**config.mk**
```make
export PLATFORM = sky130hd
export DESIGN_NAME = meter_packet_decoder
export DESIGN_NICKNAME = d
export VERILOG_FILES = /design/src/rtl/mpd_pkg.sv /design/src/rtl/mpd_front.sv /design/src/rtl/mpd_queue.sv /design/src/rtl/mpd_back.sv /design/src/rtl/meter_packet_decoder.sv
export SDC_FILE = /design/constraint.sdc
export NUM_CORES = 1
export LEC_CHECK = 0
export BUFFER_PORTS_ARGS = -buffer_cell sky130_fd_sc_hd__buf_4
export CAP_MARGIN = 10
export CORE_UTILIZATION = 39
export DETAILED_ROUTE_END_ITERATION = 16
export HOLD_SLACK_MARGIN = 0.06
export PLACE_DENSITY_LB_ADDON = 0.3
export SLEW_MARGIN = 20
export SYNTH_ARGS = -nofsm -noshare
export SYNTH_HDL_FRONTEND = slang
export SYNTH_HIERARCHICAL = 1
export SYNTH_SLANG_ARGS = --single-unit
```
**constraint.sdc**
```tcl
create_clock -name i_clk -period 6 [get_ports i_clk]
set_input_delay 0.6 -clock i_clk [delete_from_list [all_inputs] [get_ports i_clk]]
set_output_delay 0.6 -clock i_clk [all_outputs]
set_load 0.05 [all_outputs]
```
**src/rtl/mpd_pkg.sv**
```systemverilog
// ----------------------------------------------------------------------------
// mpd_pkg
// Shared types and constants of the meter packet decoder.
// ----------------------------------------------------------------------------
package mpd_pkg;

    localparam logic [7:0] LINE_FEED   = 8'd10;
    localparam logic [3:0] FRAME_BYTES = 4'd13;

    // Byte positions inside a frame.
    localparam logic [3:0] IDX_RANGE  = 4'd0;
    localparam logic [3:0] IDX_DIGIT1 = 4'd1;
    localparam logic [3:0] IDX_DIGIT5 = 4'd5;
    localparam logic [3:0] IDX_MODE   = 4'd6;
    localparam logic [3:0] IDX_INFO   = 4'd7;
    localparam logic [3:0] IDX_VFLAGS = 4'd10;

    localparam logic [3:0] MODE_RESIST = 4'd3;
    localparam logic [3:0] MODE_VOLT   = 4'd11;

    // Measurement kinds; the fourth code decodes as voltage without AC/DC check.
    localparam logic [1:0] KIND_RESIST = 2'd0;
    localparam logic [1:0] KIND_DC     = 2'd1;
    localparam logic [1:0] KIND_AC     = 2'd2;

    typedef enum logic [2:0] {
        ST_OK       = 3'd0,
        ST_FRAME    = 3'd1,
        ST_MODE     = 3'd2,
        ST_OVERLOAD = 3'd3,
        ST_NOT_DC   = 3'd4,
        ST_NOT_AC   = 3'd5
    } t_status;

    // One classified frame handed from the front to the back.
    typedef struct packed {
        logic            frame_err;
        logic [2:0]      range;
        logic [4:0][3:0] digits;   // digits[0] is the most significant
        logic [3:0]      mode;
        logic [3:0]      info;
        logic [3:0]      vflags;
    } t_frame;

endpackage

```
**src/rtl/mpd_front.sv**
```systemverilog
// ----------------------------------------------------------------------------
// mpd_front
// Accepts received bytes, collects the frame fields and classifies each
// terminating word as a complete frame or a frame error.
// ----------------------------------------------------------------------------
module mpd_front (
    input  logic            i_clk,
    input  logic            i_rst_n,
    input  logic            i_rx_valid,
    output logic            o_rx_stall,
    input  logic [7:0]      i_rx_byte,
    input  logic            i_q_full,
    output logic            o_q_push,
    output mpd_pkg::t_frame o_q_frame
);
    import mpd_pkg::*;

    logic [3:0]      r_count;
    logic [2:0]      r_range;
    logic [4:0][3:0] r_digits;
    logic [3:0]      r_mode;
    logic [3:0]      r_info;
    logic [3:0]      r_vflags;

    logic accept;
    logic is_lf;
    logic is_full;
    logic terminate;

    assign o_rx_stall = i_q_full;
    assign accept     = i_rx_valid && !i_q_full;
    assign is_lf      = (i_rx_byte == LINE_FEED);
    assign is_full    = (r_count == FRAME_BYTES);
    // A line feed ends a frame; a fourteenth byte without one ends it too.
    assign terminate  = is_lf || is_full;
    assign o_q_push   = accept && terminate;

    always_comb begin
        o_q_frame.frame_err = !(is_lf && is_full);
        o_q_frame.range     = r_range;
        o_q_frame.digits    = r_digits;
        o_q_frame.mode      = r_mode;
        o_q_frame.info      = r_info;
        o_q_frame.vflags    = r_vflags;
    end

    always_ff @(posedge i_clk) begin
        if (!i_rst_n) begin
            r_count <= '0;
        end else if (accept) begin
            if (terminate) begin
                r_count <= '0;
            end else begin
                r_count <= r_count + 4'd1;
            end
        end
    end

    // Field registers are written only by the bytes that fill them.
    always_ff @(posedge i_clk) begin
        if (accept && !terminate) begin
            case (r_count) inside
                IDX_RANGE: r_range <= i_rx_byte[2:0];
                [IDX_DIGIT1:IDX_DIGIT5]: r_digits[3'(r_count - IDX_DIGIT1)] <= i_rx_byte[3:0];
                IDX_MODE: r_mode <= i_rx_byte[3:0];
                IDX_INFO: r_info <= i_rx_byte[3:0];
                IDX_VFLAGS: r_vflags <= i_rx_byte[3:0];
                default: ;
            endcase
        end
    end

    a_count_range: assert property (@(posedge i_clk) disable iff (!i_rst_n)
        r_count <= FRAME_BYTES)
        else $error("byte count beyond frame length");

    a_push_clears: assert property (@(posedge i_clk) disable iff (!i_rst_n)
        o_q_push |=> r_count == 4'd0)
        else $error("byte count not cleared after frame end");

endmodule

```
**src/rtl/mpd_queue.sv**
```systemverilog
// ----------------------------------------------------------------------------
// mpd_queue
// Short FIFO of classified frames between the front and the back.
// ----------------------------------------------------------------------------
module mpd_queue #(
    parameter int DEPTH = 2
) (
    input  logic            i_clk,
    input  logic            i_rst_n,
    input  logic            i_push,
    input  mpd_pkg::t_frame i_frame,
    input  logic            i_pop,
    output logic            o_full,
    output logic            o_empty,
    output mpd_pkg::t_frame o_frame
);
    import mpd_pkg::*;

    localparam int PTR_W = (DEPTH > 1) ? $clog2(DEPTH) : 1;
    localparam int CNT_W = $clog2(DEPTH + 1);

    t_frame             r_slots [DEPTH];
    logic [PTR_W-1:0]   r_wr_ptr;
    logic [PTR_W-1:0]   r_rd_ptr;
    logic [CNT_W-1:0]   r_count;

    function automatic logic [PTR_W-1:0] next_ptr(input logic [PTR_W-1:0] p);
        logic [PTR_W-1:0] n;
        if (p == PTR_W'(DEPTH - 1)) begin
            n = '0;
        end else begin
            n = p + PTR_W'(1);
        end
        return n;
    endfunction

    assign o_full  = (r_count == CNT_W'(DEPTH));
    assign o_empty = (r_count == '0);
    assign o_frame = r_slots[r_rd_ptr];

    always_ff @(posedge i_clk) begin
        if (!i_rst_n) begin
            r_wr_ptr <= '0;
            r_rd_ptr <= '0;
            r_count  <= '0;
        end else begin
            if (i_push) begin
                r_wr_ptr <= next_ptr(r_wr_ptr);
            end
            if (i_pop) begin
                r_rd_ptr <= next_ptr(r_rd_ptr);
            end
            if (i_push && !i_pop) begin
                r_count <= r_count + CNT_W'(1);
            end else if (i_pop && !i_push) begin
                r_count <= r_count - CNT_W'(1);
            end
        end
    end

    always_ff @(posedge i_clk) begin
        if (i_push) begin
            r_slots[r_wr_ptr] <= i_frame;
        end
    end

    a_no_overflow: assert property (@(posedge i_clk) disable iff (!i_rst_n)
        !(i_push && o_full))
        else $error("frame queue overflow");

    a_no_underflow: assert property (@(posedge i_clk) disable iff (!i_rst_n)
        !(i_pop && o_empty))
        else $error("frame queue underflow");

endmodule

```
**src/rtl/mpd_back.sv**
```systemverilog
// ----------------------------------------------------------------------------
// mpd_back
// Decodes queued frames against the measurement kind and holds the result
// word in an output register.
// ----------------------------------------------------------------------------
module mpd_back (
    input  logic               i_clk,
    input  logic               i_rst_n,
    input  logic [1:0]         i_kind,
    input  logic               i_q_empty,
    input  mpd_pkg::t_frame    i_q_frame,
    output logic               o_q_pop,
    output logic               o_res_valid,
    input  logic               i_res_stall,
    output logic [2:0]         o_status,
    output logic [17:0]        o_magnitude,
    output logic signed [3:0]  o_decimal_exponent,
    output logic               o_negative,
    output logic [3:0]         o_meter_mode
);
    import mpd_pkg::*;

    logic               r_valid;
    t_status            r_status;
    logic [17:0]        r_magnitude;
    logic signed [3:0]  r_exponent;
    logic               r_negative;
    logic [3:0]         r_mode;

    t_status            n_status;
    logic [17:0]        n_magnitude;
    logic signed [3:0]  n_exponent;
    logic               n_negative;
    logic [3:0]         n_mode;
    logic [17:0]        sum;
    logic signed [3:0]  range_s;

    assign o_q_pop = !i_q_empty && (!r_valid || !i_res_stall);

    assign sum = 18'(i_q_frame.digits[0]) * 18'd10000
               + 18'(i_q_frame.digits[1]) * 18'd1000
               + 18'(i_q_frame.digits[2]) * 18'd100
               + 18'(i_q_frame.digits[3]) * 18'd10
               + 18'(i_q_frame.digits[4]);

    assign range_s = signed'({1'b0, i_q_frame.range});

    always_comb begin
        n_status    = ST_OK;
        n_magnitude = '0;
        n_exponent  = '0;
        n_negative  = 1'b0;
        n_mode      = i_q_frame.mode;
        if (i_q_frame.frame_err) begin
            n_status = ST_FRAME;
            n_mode   = '0;
        end else if (i_kind == KIND_RESIST) begin
            if (i_q_frame.mode != MODE_RESIST) begin
                n_status = ST_MODE;
            end else begin
                n_magnitude = sum;
                n_exponent  = range_s - 4'sd2;
            end
        end else if (i_q_frame.mode != MODE_VOLT) begin
            n_status = ST_MODE;
        end else if (i_q_frame.info[0]) begin
            n_status = ST_OVERLOAD;
        end else if (i_kind == KIND_DC && !i_q_frame.vflags[3]) begin
            n_status = ST_NOT_DC;
        end else if (i_kind == KIND_AC && !i_q_frame.vflags[2]) begin
            n_status = ST_NOT_AC;
        end else begin
            n_magnitude = sum;
            n_exponent  = range_s - 4'sd4;
            n_negative  = i_q_frame.info[2];
        end
    end

    always_ff @(posedge i_clk) begin
        if (!i_rst_n) begin
            r_valid <= 1'b0;
        end else if (o_q_pop) begin
            r_valid <= 1'b1;
        end else if (!i_res_stall) begin
            r_valid <= 1'b0;
        end
    end

    always_ff @(posedge i_clk) begin
        if (o_q_pop) begin
            r_status    <= n_status;
            r_magnitude <= n_magnitude;
            r_exponent  <= n_exponent;
            r_negative  <= n_negative;
            r_mode      <= n_mode;
        end
    end

    assign o_res_valid        = r_valid;
    assign o_status           = r_status;
    assign o_magnitude        = r_magnitude;
    assign o_decimal_exponent = r_exponent;
    assign o_negative         = r_negative;
    assign o_meter_mode       = r_mode;

    a_err_zero: assert property (@(posedge i_clk) disable iff (!i_rst_n)
        (r_valid && r_status != ST_OK)
            |-> (r_magnitude == '0 && r_exponent == '0 && !r_negative))
        else $error("error word carries a reading");

    a_frame_err_mode: assert property (@(posedge i_clk) disable iff (!i_rst_n)
        (r_valid && r_status == ST_FRAME) |-> r_mode == '0)
        else $error("frame error word carries a mode");

endmodule

```
**src/rtl/meter_packet_decoder.sv**
```systemverilog
// ----------------------------------------------------------------------------
// meter_packet_decoder
// Decodes line-feed-terminated multimeter frames into a reading of
// magnitude times ten to the decimal exponent, with sign and status.
// ----------------------------------------------------------------------------
//  Channel   Direction  Handshake                Payload
//  rx        in         i_rx_valid / o_rx_stall  i_rx_byte
//  result    out        o_res_valid / i_res_stall o_status, o_magnitude,
//                                                o_decimal_exponent,
//                                                o_negative, o_meter_mode
//  cfg       in         i_cfg_we                 i_cfg_data (measure kind)
//
//  One byte word is accepted per cycle unless o_rx_stall is high. A
//  terminating byte's frame is written into the frame queue, then decoded
//  from the queue head into the output register.
//  Reset is synchronous and active low; it clears the byte count, the queue
//  and the output valid, and sets the measure kind to resistance.
//  A stalled output fills the frame queue of QUEUE_DEPTH frames; only then is
//  the receive side stalled.
// ----------------------------------------------------------------------------
module meter_packet_decoder #(
    parameter int QUEUE_DEPTH = 2
) (
    input  logic               i_clk,
    input  logic               i_rst_n,
    input  logic               i_cfg_we,
    input  logic [1:0]         i_cfg_data,
    input  logic               i_rx_valid,
    output logic               o_rx_stall,
    input  logic [7:0]         i_rx_byte,
    output logic               o_res_valid,
    input  logic               i_res_stall,
    output logic [2:0]         o_status,
    output logic [17:0]        o_magnitude,
    output logic signed [3:0]  o_decimal_exponent,
    output logic               o_negative,
    output logic [3:0]         o_meter_mode
);
    import mpd_pkg::*;

    logic [1:0] r_kind;
    logic       q_push;
    logic       q_pop;
    logic       q_full;
    logic       q_empty;
    t_frame     push_frame;
    t_frame     head_frame;

    always_ff @(posedge i_clk) begin
        if (!i_rst_n) begin
            r_kind <= KIND_RESIST;
        end else if (i_cfg_we) begin
            r_kind <= i_cfg_data;
        end
    end

    mpd_front u_front (
        .i_clk      (i_clk),
        .i_rst_n    (i_rst_n),
        .i_rx_valid (i_rx_valid),
        .o_rx_stall (o_rx_stall),
        .i_rx_byte  (i_rx_byte),
        .i_q_full   (q_full),
        .o_q_push   (q_push),
        .o_q_frame  (push_frame)
    );

    mpd_queue #(
        .DEPTH (QUEUE_DEPTH)
    ) u_queue (
        .i_clk   (i_clk),
        .i_rst_n (i_rst_n),
        .i_push  (q_push),
        .i_frame (push_frame),
        .i_pop   (q_pop),
        .o_full  (q_full),
        .o_empty (q_empty),
        .o_frame (head_frame)
    );

    mpd_back u_back (
        .i_clk              (i_clk),
        .i_rst_n            (i_rst_n),
        .i_kind             (r_kind),
        .i_q_empty          (q_empty),
        .i_q_frame          (head_frame),
        .o_q_pop            (q_pop),
        .o_res_valid        (o_res_valid),
        .i_res_stall        (i_res_stall),
        .o_status           (o_status),
        .o_magnitude        (o_magnitude),
        .o_decimal_exponent (o_decimal_exponent),
        .o_negative         (o_negative),
        .o_meter_mode       (o_meter_mode)
    );

endmodule

```
==> impl_metrics.yaml, run 1 <==
status:
  run_status: "finished clean"
clocking:
  cts_tree: "done"
  post_cts_buffers: 0
  clk_pin_slew_worst_paths_ns: 0.06
  holdBufCountCts: 0
  insertion_delay_ns: 0.41
  h-tree-depth: 4
  cts_sinks: 137
  clock-root-buffer: "clkbuf_16"
  cts_inserted_buffers: 17
  post_cts_resized: 0
  cts.path.max_buffers: 2
final_layout:
  multi_input_area_um2: 3276
  drive_gt1_frac: 0.2093
  nets: 729
  diodes: 0
  seq_area_um2: 3995
  fillers: 1668
  area.growth.synth_to_final_pct: 16.45
job:
  cap_violations: 0
drt:
  drtPass1Iterations: 4
  wirelength_mm: 13.00
  drc: 0
  wire_per_inst_um: 14.67
  vias_per_cell: 4.822
  num_vias: 4272
  detail-route-antenna-nets: 0
  drtIter0Drc: 247
grt:
  grt.busiest_layer: "met2"
  grt.total_usage: 0.1386
  grtUsageMet3: 0.03329
  globalRouteMet1Util: 0.1795
  antenna_found_initial: 0
  use_met2: 0.2262
  grt_start_max_net_pins: 34
  grt_pass1_wl_mm: 21.34
  grt_pass1_vias: 4383
  grt_overflow: 0
timing:
  rsz0062_at_grt: "false"
  whs_ns: 0.4401
  finalSetupViolCount: 0
  finalHoldViolations: 0
  period_needed_ns: 5.631
  worstMarginPinSlew_ns: 1.019
  fin_setup_tns_ns: 0
  max_freq_mhz: 177.6
  drv_slew: 0
  final.setup_skew_ns: 0.01180
  relSlewSlack: 0.3141
  fin_crit_sh: 0.9385
setup_path:
  critPathRequiredTime_ns: 6.16
  r2r_cells: 20
  cp_data_arrival_time_ns: 5.79
  cp-start-kind: "flop"
  path_class: "reg -> reg"
  crit_path_end_kind: "flop"
  worstPathMaxFanout: 7
min_path:
  min_path_type: "reg -> reg"
  holdPathStages: 0
place:
  dp_hpwl_mm: 9.384
  gp_congestion: 0.8131
  io_buffers: 46
die:
  start_util: 0.4008
  std_cell_rows: 50
  io_pins: 47
  core-area_um2: 18830
  die_y_um: 141.1
  die_x_um: 141.1
  die_area_um2: 19910
synth:
  synth_fp_nets: 671
  synthCells: 555
  ys_warn_count: 6
  synth.avg_cell_area_um2: 13.60
  synth.cell_area_um2: 7547
-- placed cells by master (no fill, tap or decap), types with 6 or more instances in the layout --
cell and count:
buf_4 50, ha_1 74, xnor2_1 20, nor3_1 8, nand2_1 15, nand3_1 10, mux2_2 32, clkbuf_16 19
a21o_1 9, o21ai_0 11, dfxtp_1 11, edfxtp_1 125, fa_1 27, nor2b_1 18, a31oi_1 6, nor2_1 29
xor2_1 8, inv_1 55, nor3b_1 6, a21oi_1 15
-- per-stage QoR --
stage | std cells | setup WS (ns) | utilization | area (um^2)
2_1_floorplan | 555 | 0.5669 | - | 7547
6_report | 886 | 0.3687 | 0.4667 | 8788
3_3_place_gp | 854 | 0.4921 | 0.4339 | 8170
5_1_grt | 886 | 0.02195 | 0.4667 | 8788
3_5_place_dp | 854 | 0.3206 | 0.4339 | 8170
4_1_cts | 886 | 0.2798 | 0.4663 | 8781
-- worst paths after layout --
kind	slack, ns	to	from
worst max-delay path	0.37	u_back/o_magnitude[16]	flop
worst min register to register	0.44	u_queue/r_slots[1][26]	u_front/o_q_frame[26]
worst max register to register	0.37	u_back/o_magnitude[16]	flop
worst min-delay path	0.44	u_queue/r_slots[1][26]	u_front/o_q_frame[26]
-- registers in the layout, indices dropped and copies added, names as in the netlist, 2 cells and up, named ones only --
signal and cells:
r_kind 2, u_back/o_decimal_exponent 4, u_back/o_magnitude 18, u_back/o_meter_mode 4, u_back/o_status 3, u_front/o_q_frame 20
u_front/r_count 4, u_front/r_info 2, u_front/r_mode 4, u_front/r_range 3, u_front/r_vflags 2, u_queue/r_count 2
u_queue/r_slots 64
-- per-layer routing --
metal / routed length (um) / vias up
met1: 6125 / 2053
li1: - / 2120
met2: 6256 / 88
met5: 0 / -
met4: 151 / 0
met3: 466 / 11
-- area by class of cell --
class                      instances  area share
sequential                       137      0.4546
multi-input combinational        352      0.3727
clock buffer                      20     0.05567
timing repair buffer              50     0.04271
tap                              260     0.03702
inverter                          55     0.02349
clock inverter                    12     0.01381
-- worst max-delay path, stage by stage (launching register included) --
cell	delay [ns]
dfxtp_2	0.41
mux2_2	0.43
fa_1	0.61
inv_1	0.10
fa_1	0.50
inv_1	0.04
ha_1	0.32
a21oi_1	0.22
nand2b_1	0.14
a21oi_1	0.08
o41ai_1	0.33
xnor2_1	0.18
ha_1	0.27
ha_1	0.30
ha_1	0.39
a21o_1	0.21
a21o_1	0.19
a221oi_1	0.27
o21ai_0	0.16
xnor2_1	0.18
nor2_1	0.05
Power of run 1 is not shown: default switching activity piles up to over one toggle a cycle in this logic, so the estimate is an artifact.
==> run 2: changes to the inputs <==
--- a/config.mk
+++ b/config.mk
@@ -7,7 +7,7 @@
 export LEC_CHECK = 0
 export BUFFER_PORTS_ARGS = -buffer_cell sky130_fd_sc_hd__buf_4
 export CAP_MARGIN = 10
-export CORE_UTILIZATION = 39
+export CORE_UTILIZATION = 55
 export DETAILED_ROUTE_END_ITERATION = 16
 export HOLD_SLACK_MARGIN = 0.06
 export PLACE_DENSITY_LB_ADDON = 0.3
@@ -16,3 +16,4 @@
 export SYNTH_HDL_FRONTEND = slang
 export SYNTH_HIERARCHICAL = 1
 export SYNTH_SLANG_ARGS = --single-unit
+export TNS_END_PERCENT = 100
==> impl_metrics.yaml, run 2 (same netlist as run 1, synthesis figures left out) <==
status:
  run_status: "finished clean"
die:
  die_y_um: 119.1
  core-area_um2: 13300
  die_x_um: 119.1
  die_area_um2: 14190
  start_util: 0.5677
  std_cell_rows: 42
  io_pins: 47
timing:
  fin_crit_sh: 0.9435
  finalSetupViolCount: 0
  fin_ws_ns: 0.3391
  rsz0062_at_grt: "false"
  fin_setup_tns_ns: 0
  relSlewSlack: 0.2984
  worstMarginPinSlew_ns: 1.043
  max_freq_mhz: 176.7
  drv_slew: 0
  finalHoldViolations: 0
  final.setup_skew_ns: 0.01185
  period_needed_ns: 5.661
drt:
  wire_per_inst_um: 16.60
  drc: 0
  wirelength_mm: 13.31
  drtIter0Drc: 277
  detail-route-antenna-nets: 0
  num_vias: 4375
  vias_per_cell: 5.455
  drtPass1Iterations: 4
setup_path:
  worstPathMaxFanout: 6
  crit_chain: "mux2_2 -> fa_1 -> inv_1 -> fa_1 -> inv_1 -> ha_1 -> a21oi_1 -> nand2b_1 -> a21oi_1 -> o41ai_1 -> xnor2_1 -> ha_1 -> ha_1 -> ha_1 -> a21o_1 -> a21o_1 -> a221oi_1 -> o21ai_0 -> xnor2_1 -> nor2_1"
  critPathRequiredTime_ns: 6.16
  cp_data_arrival_time_ns: 5.82
  crit_path_end_kind: "flop"
  cp-start-kind: "flop"
  slowest_delay_ns: 0.63
  path_class: "reg -> reg"
  critPathSlowestCell: "fa_1"
  crit_path_frequent_cell: "ha_1"
clocking:
  post_cts_resized: 0
  h-tree-depth: 4
  cts_sinks: 137
  post_cts_buffers: 0
  clock-root-buffer: "clkbuf_16"
  cts_inserted_buffers: 17
  holdBufCountCts: 0
  cts.path.max_buffers: 2
  clk_pin_slew_worst_paths_ns: 0.06
  cts_tree: "done"
  insertion_delay_ns: 0.41
final_layout:
  area.growth.synth_to_final_pct: 15.33
  layout_commonest_cell: "edfxtp_1"
  multi_input_area_um2: 3274
  largest_register_ffs: 64
  nets: 729
  fillers: 949
  diodes: 0
  fin_cells: 802
  final_core_util: 0.6547
  final_cell_mix: "edfxtp_1 (125), ha_1 (74), inv_1 (55)"
  top_register: "u_queue/r_slots"
  drive_gt1_frac: 0.2029
  seq_area_um2: 3994
grt:
  grt_pass1_vias: 4428
  grt.total_usage: 0.1986
  antenna_found_initial: 0
  grt_start_max_net_pins: 33
  grt_pass1_wl_mm: 21.47
  grt_overflow: 0
job:
  cap_violations: 0
place:
  pre_cts_ws_ns: 0.4097
  gp_congestion: 0.8259
  dp_hpwl_mm: 9.479
  dp.cells: 770
  io_buffers: 46
min_path:
  min_path_type: "reg -> reg"
run 2: cell types whose count changed in the layout (fill, tap and decap cells not counted), sizes merged:
cell and change:
clkbuf -1, clkinvlp +2, clkinv +1, inv -5
bufinv +3
run 2: area by class of cell:
class                           instances  area share
Inverter                               55     0.02372
Clock buffer                           19     0.05088
Sequential cell                       137      0.4588
Tap cell                              176     0.02530
Clock inverter                         13     0.02199
Multi-Input combinational cell        352      0.3762
Timing Repair Buffer                   50     0.04312
run 2: path summary, 6_finish.rpt:
kind / startpoint / end / slack, ns / depth (start not counted)
min: u_front/r_info[2] / u_queue/r_slots[1][6] / 0.44 / 0
min reg2reg: u_front/r_info[2] / u_queue/r_slots[1][6] / 0.44 / 0
max: flop / u_back/o_magnitude[16] / 0.34 / 20
max reg2reg: flop / u_back/o_magnitude[16] / 0.34 / 20
run 2: worst max-delay path: cells and delay by family, from the launching register on:
family          cells  cell delay [ns]
fa+ha+maj           6             2.40
compound gates      7             1.47
mux                 1             0.43
flops               1             0.39
xor+xnor            2             0.34
simple gates        2             0.22
buf+inv             2             0.15
run 2: stage by stage:
stage,hold slack [ns],cell area [um^2]
6_report,0.4432,8705
3_5_place_dp,0.4320,8064
4_1_cts,0.4443,8698
5_1_grt,0.4504,8705
3_3_place_gp,0.4234,8064
2_1_floorplan,0.4215,7547
run 2: per-layer routing:
metal | vias to the layer above | GRT usage | routed length (um)
met3 | 8 | 0.03640 | 485
li1 | 2115 | - | -
met4 | 0 | 0.07832 | 115
met1 | 2145 | 0.2566 | 5996
met5 | - | 0 | 0
met2 | 107 | 0.3318 | 6713
Power of run 2 is left out for the same reason.
